## src/hw/rtl/asl_pkg.sv

```systemverilog
// Shared types and constants for the address to symbol lookup block.
// No dependencies; the lookup top, the cell and the testbench import this package.
`timescale 1ns / 1ps
`default_nettype none

package asl_pkg;

    localparam int ADDR_W  = 32;
    localparam int INDEX_W = 8;
    localparam int COUNT_W = 9;
    localparam int CFG_IDX_W = 1;

    // func field codes
    localparam logic FUNC_LOAD   = 1'b0;
    localparam logic FUNC_LOOKUP = 1'b1;

    // configuration register indexes
    localparam logic [CFG_IDX_W-1:0] CFG_STATIC_COUNT  = 1'b0;
    localparam logic [CFG_IDX_W-1:0] CFG_DYNAMIC_COUNT = 1'b1;

    // entry write, broadcast to every cell
    typedef struct packed {
        logic               we;
        logic               bank;
        logic [INDEX_W-1:0] index;
        logic [ADDR_W-1:0]  start;
        logic [ADDR_W-1:0]  span;
        logic [ADDR_W-1:0]  name;
    } load_t;

    // lookup context, held steady while a scan runs
    typedef struct packed {
        logic               bank;
        logic               nearest;
        logic [ADDR_W-1:0]  addr;
        logic [COUNT_W-1:0] count;
    } query_t;

    // partial result handed from cell to cell
    typedef struct packed {
        logic              valid;
        logic              hit;
        logic              have_best;
        logic [ADDR_W-1:0] best;
        logic [ADDR_W-1:0] name;
    } scan_t;

endpackage

`default_nettype wire

```

## src/hw/rtl/asl_cell.sv

```systemverilog
// One symbol cell: holds entry CELL_INDEX of both banks and folds it into
// the scan beat passing by. Depends on asl_pkg.
`timescale 1ns / 1ps
`default_nettype none

module asl_cell #(
    parameter int unsigned CELL_INDEX = 0
) (
    input  wire logic           clk,
    input  wire logic           rst_n,
    input  wire asl_pkg::load_t  load,
    input  wire asl_pkg::query_t query,
    input  wire asl_pkg::scan_t  scan_in,
    output asl_pkg::scan_t       scan_out
);
    import asl_pkg::*;

    localparam logic [ADDR_W-1:0] CELL_ID = ADDR_W'(CELL_INDEX);

    logic [ADDR_W-1:0] start_reg [0:1];
    logic [ADDR_W-1:0] span_reg  [0:1];
    logic [ADDR_W-1:0] name_reg  [0:1];

    scan_t scan_reg;
    scan_t scan_next;

    logic [ADDR_W-1:0] ent_start;
    logic [ADDR_W-1:0] ent_end;
    logic [ADDR_W-1:0] ent_name;
    logic              active;
    logic              in_range;
    logic              closer;

    // entry storage, undefined until loaded
    always_ff @(posedge clk)
    begin
        if (load.we && ({{(ADDR_W-INDEX_W){1'b0}}, load.index} == CELL_ID))
        begin
            start_reg[load.bank] <= load.start;
            span_reg[load.bank]  <= load.span;
            name_reg[load.bank]  <= load.name;
        end
    end

    always_comb
    begin
        ent_start = start_reg[query.bank];
        ent_name  = name_reg[query.bank];
        ent_end   = ent_start + span_reg[query.bank];   // wraps mod 2^32
        active    = {{(ADDR_W-COUNT_W){1'b0}}, query.count} > CELL_ID;
        in_range  = (query.addr >= ent_start) && (query.addr < ent_end);
        closer    = query.nearest && (ent_start > scan_in.best)
                    && (ent_start <= query.addr);

        scan_next = scan_in;
        if (scan_in.valid && !scan_in.hit && active)
        begin
            if (in_range)
            begin
                scan_next.hit  = 1'b1;
                scan_next.name = ent_name;
            end
            else if (closer)
            begin
                scan_next.have_best = 1'b1;
                scan_next.best      = ent_start;
                scan_next.name      = ent_name;
            end
        end
    end

    always_ff @(posedge clk or negedge rst_n)
    begin
        if (!rst_n)
        begin
            scan_reg <= '0;
        end
        else
        begin
            scan_reg <= scan_next;
        end
    end

    assign scan_out = scan_reg;

endmodule

`default_nettype wire

```

## config.mk

```make
export PLATFORM = sky130hd
export DESIGN_NAME = asl_cell
export DESIGN_NICKNAME = d
export VERILOG_FILES = /design/src/hw/rtl/asl_pkg.sv /design/src/hw/rtl/asl_cell.sv
export SDC_FILE = /design/constraint.sdc
export NUM_CORES = 1
export LEC_CHECK = 0
export ABC_AREA = 0
export CORE_MARGIN = 2
export CORE_UTILIZATION = 50
export DETAILED_ROUTE_END_ITERATION = 8
export DONT_BUFFER_PORTS = 1
export GPL_TIMING_DRIVEN = 0
export PLACE_DENSITY = 0.75
export SLEW_MARGIN = 10
export SYNTH_ARGS = -nofsm -noshare
export SYNTH_HDL_FRONTEND = slang
export SYNTH_SLANG_ARGS = --single-unit
```

## constraint.sdc

```tcl
create_clock -name clk -period 9.7 [get_ports clk]
set_clock_uncertainty 0.15 [all_clocks]
set_input_delay 1.94 -clock clk [delete_from_list [all_inputs] [get_ports clk]]
set_output_delay 1.94 -clock clk [all_outputs]
set_load 0.005 [all_outputs]
```

==> results.yml <==
synthesis:
  post_syn_area_per_cell_um2: 13.19
  synth_area_um2: 13490
  yosys-top-cells-area: "sky130_fd_sc_hd__edfxtp_1, sky130_fd_sc_hd__dfrtp_1, sky130_fd_sc_hd__ha_1, sky130_fd_sc_hd__mux2_2, sky130_fd_sc_hd__mux2i_1"
  syn-num-nets: 1368
  asyncSetResetFlopFracSynth_pct: 25.87
  yosys_register_bits: 259
  cell_taking_the_most_area_after_synthesis: "sky130_fd_sc_hd__edfxtp_1"
  synth_cell_types: 64
  synthCells: 1023
  synth_enable_flop_cells: 192
  dominantRegCellSynth: "sky130_fd_sc_hd__edfxtp_1"
  yosys_warnings: 0
  area_share_of_the_largest_cell_type_after_synthesis_pct: 42.74
  synth_seq_area_share_pct: 55.17
place:
  pre_cts_ws_ns: 0.5358
  dpl.hpwl_um: 23600
  io_buffer_count: 0
  gpl.final_weighted_congestion: 0.8398
timing:
  period_needed_ns: 8.488
  rsz0062_at_grt: "false"
  max_slew_margin_pct: 40.12
  timing.hold.ws_ns: 0.4192
  setup_ws_ns: 1.212
  max_slew_violation_count: 0
  hold_violations: 0
  report.final.setup_viol: 0
  fin_setup_tns_ns: 0
  fmaxAchievable_ghz: 0.1178
  worst_slew_pin_slew_ns: 0.8982
  min_period_over_period_pct: 87.50
cells_and_area:
  post_route_cells_drive_above_1_share_pct: 15.19
  number_of_flip_flops_under_the_largest_register_name: 67
  final_net_count: 1404
  final_common_cell: "sky130_fd_sc_hd__edfxtp_1"
  utilization_pct: 55.96
  area.growth.synth_to_final_pct: 10.88
  most-common-layout-cells: "sky130_fd_sc_hd__edfxtp_1, sky130_fd_sc_hd__ha_1, sky130_fd_sc_hd__inv_1, sky130_fd_sc_hd__dfrtp_1, sky130_fd_sc_hd__mux2_2"
detailed_routing:
  post_drt_wl_per_cell_um: 21.76
  dr_total_vias: 8347
  firstDrtPassIters: 5
  drc_errors: 0
  routed_antenna_nets: 0
  vias_per_instance: 5.866
  drt_iter0_drc: 509
  wl_um: 30970
power_and_ir_drop:
  total_leakage_power_uw: 0.006012
  peakVddDrop_mv: 0.1317
  power.density_nw_per_um2: 165.0
worst_hold_path:
  holdCritPathClass: "flip-flop to flip-flop"
floorplanning:
  ioPinCount: 285
  num_rows: 60
  fp.dieW_um: 168.3
  core_region_area_um2: 26730
  die_y_um: 168.3
  die_area_um2: 28310
  initial_utilization_pct: 50.47
outcome:
  run_status: "finished clean"
clocking:
  clk_latency_ns: 0.54
  cts_tree: "yes"
  clock_sinks: 259
  cts_clock_pin_slew_for_the_worst_setup_and_hold_paths_ns: 0.06
  maximum_count_of_clock_buffers_along_a_single_path: 3
  hold_buffers: 0
  tritoncts.num_buffers: 27
  post-cts-setup-buffer-count: 0
  post_cts_resized: 0
  h-tree-depth: 1
  clock-root-buffer: "sky130_fd_sc_hd__clkbuf_16"
setup_path:
  worst_ep_arrival_time_ns: 8.74
  timing_worst_setup_path_type: "primary input to flip-flop"
  timing.critical_path.required_ns: 9.95
  timing.critical_path.from_type: "primary input"
  cp_common_cell: "sky130_fd_sc_hd__clkbuf_1"
  crit_path_top_delay_cell: "sky130_fd_sc_hd__clkbuf_1"
  worst_setup_path_end_kind: "flip-flop"
  worst_path_largest_cell_delay_ns: 0.65
  cp_max_fo: 10
global_route:
  antenna_found_initial: 3
  maximum_number_of_pins_on_one_net_before_global_route_repair: 68
  global_route.overflow_total: 0
  grt_pass1_vias: 8569
  first_pass_grt_wire_length_um: 47160
  groute.usage.overall_pct: 21.51
job:
  max_cap_violations: 0
[worst max-delay path, delay by kind of cell]
| family | cells | cell delay, ns |
|---|---|---|
| AOI/OAI and AO/OA | 11 | 2.72 |
| muxes | 2 | 0.77 |
| and+or+nand+nor | 4 | 0.65 |
| buffers and inverters | 5 | 1.90 |
| adders and majority gates | 3 | 0.72 |
[per-layer routing]
layer	share of wire, %	vias to the layer above	wire, um	global-route usage (%)
met2	48	285	14810	35.80
met1	40	4036	12280	25.95
met3	7.8	69	2410	6.512
met4	4.7	2	1447	9.445
met5	0.048	-	15	0
li1	-	3955	-	-
[logic make-up after synthesis]
| logic type | synth area share [%] |
|---|---|
| mux | 10.09 |
| fa+ha+maj | 11.84 |
| xor+xnor | 1.623 |
| simple gates | 5.157 |
| flops | 55.17 |
| compound gates | 12.42 |
| buf+inv | 3.701 |
[final timing paths]
kind                                end             from  cells past startpoint  slack, ns
min reg2reg                 scan_out[5]   name_reg[0][5]                      2       0.42
max in group asynchronous  scan_out[46]            rst_n                      0       8.34
max reg2reg                scan_out[46]  start_reg[1][0]                     23       3.77
min in group asynchronous   scan_out[1]            rst_n                      0       0.94
min                         scan_out[5]   name_reg[0][5]                      2       0.42
max                        scan_out[46]        query[42]                     25       1.21
[cell usage after synthesis (2+ instances only)]
master,number
sky130_fd_sc_hd__o22a_1,3
sky130_fd_sc_hd__nand2b_1,6
sky130_fd_sc_hd__or2_2,2
sky130_fd_sc_hd__or4_1,2
sky130_fd_sc_hd__o31a_1,2
sky130_fd_sc_hd__and4_1,5
sky130_fd_sc_hd__buf_1,3
sky130_fd_sc_hd__clkbuf_1,17
sky130_fd_sc_hd__nor2_1,30
sky130_fd_sc_hd__buf_6,10
sky130_fd_sc_hd__buf_2,3
sky130_fd_sc_hd__mux2_1,25
sky130_fd_sc_hd__o21ai_0,17
sky130_fd_sc_hd__edfxtp_1,192
sky130_fd_sc_hd__o21a_1,10
sky130_fd_sc_hd__a21oi_2,29
sky130_fd_sc_hd__dfrtp_1,67
sky130_fd_sc_hd__mux2i_1,37
sky130_fd_sc_hd__o22ai_1,2
sky130_fd_sc_hd__nand4_1,23
sky130_fd_sc_hd__o211ai_1,3
sky130_fd_sc_hd__ha_1,126
sky130_fd_sc_hd__a31oi_1,36
sky130_fd_sc_hd__or2_1,4
sky130_fd_sc_hd__o31ai_1,2
sky130_fd_sc_hd__a311oi_1,2
sky130_fd_sc_hd__nand4b_1,2
sky130_fd_sc_hd__a21oi_1,56
sky130_fd_sc_hd__nor4_1,6
sky130_fd_sc_hd__nor2b_1,8
sky130_fd_sc_hd__nor3_1,8
sky130_fd_sc_hd__inv_1,78
sky130_fd_sc_hd__o21bai_1,7
sky130_fd_sc_hd__xnor2_1,8
sky130_fd_sc_hd__xor2_1,17
sky130_fd_sc_hd__nand3_1,11
sky130_fd_sc_hd__o21ai_1,9
sky130_fd_sc_hd__nand2_1,20
sky130_fd_sc_hd__a21o_1,37
sky130_fd_sc_hd__mux2_2,63
sky130_fd_sc_hd__a211o_1,3
sky130_fd_sc_hd__a31oi_2,2
sky130_fd_sc_hd__a211oi_1,9
[power breakdown]
part	internal, uW	switching, uW	total [uW]
Combinational	107	140	248
Sequential	1210	12.7	1230
Clock	581	412	993
[layout make-up]
type / instances / area, um^2
Antenna cell: 2 / 5.005
Fill cell: 2179 / 11770
Multi-Input combinational cell: 652 / 5563
Inverter: 79 / 296.5
Timing Repair Buffer: 7 / 162.7
Clock buffer: 36 / 729.5
Sequential cell: 259 / 7442
Buffer: 33 / 202.7
Clock inverter: 14 / 128.9
Tap cell: 341 / 426.7
[through the flow]
step	power, uW	cells	area (um^2)
finish	2468	1423	14960
floorplan	1438	1023	13490
global placement	1489	1364	13920
global route	2560	1423	14960
detailed placement	1496	1371	14090
CTS	2488	1421	14950
(Power assumes the default switching activity.)
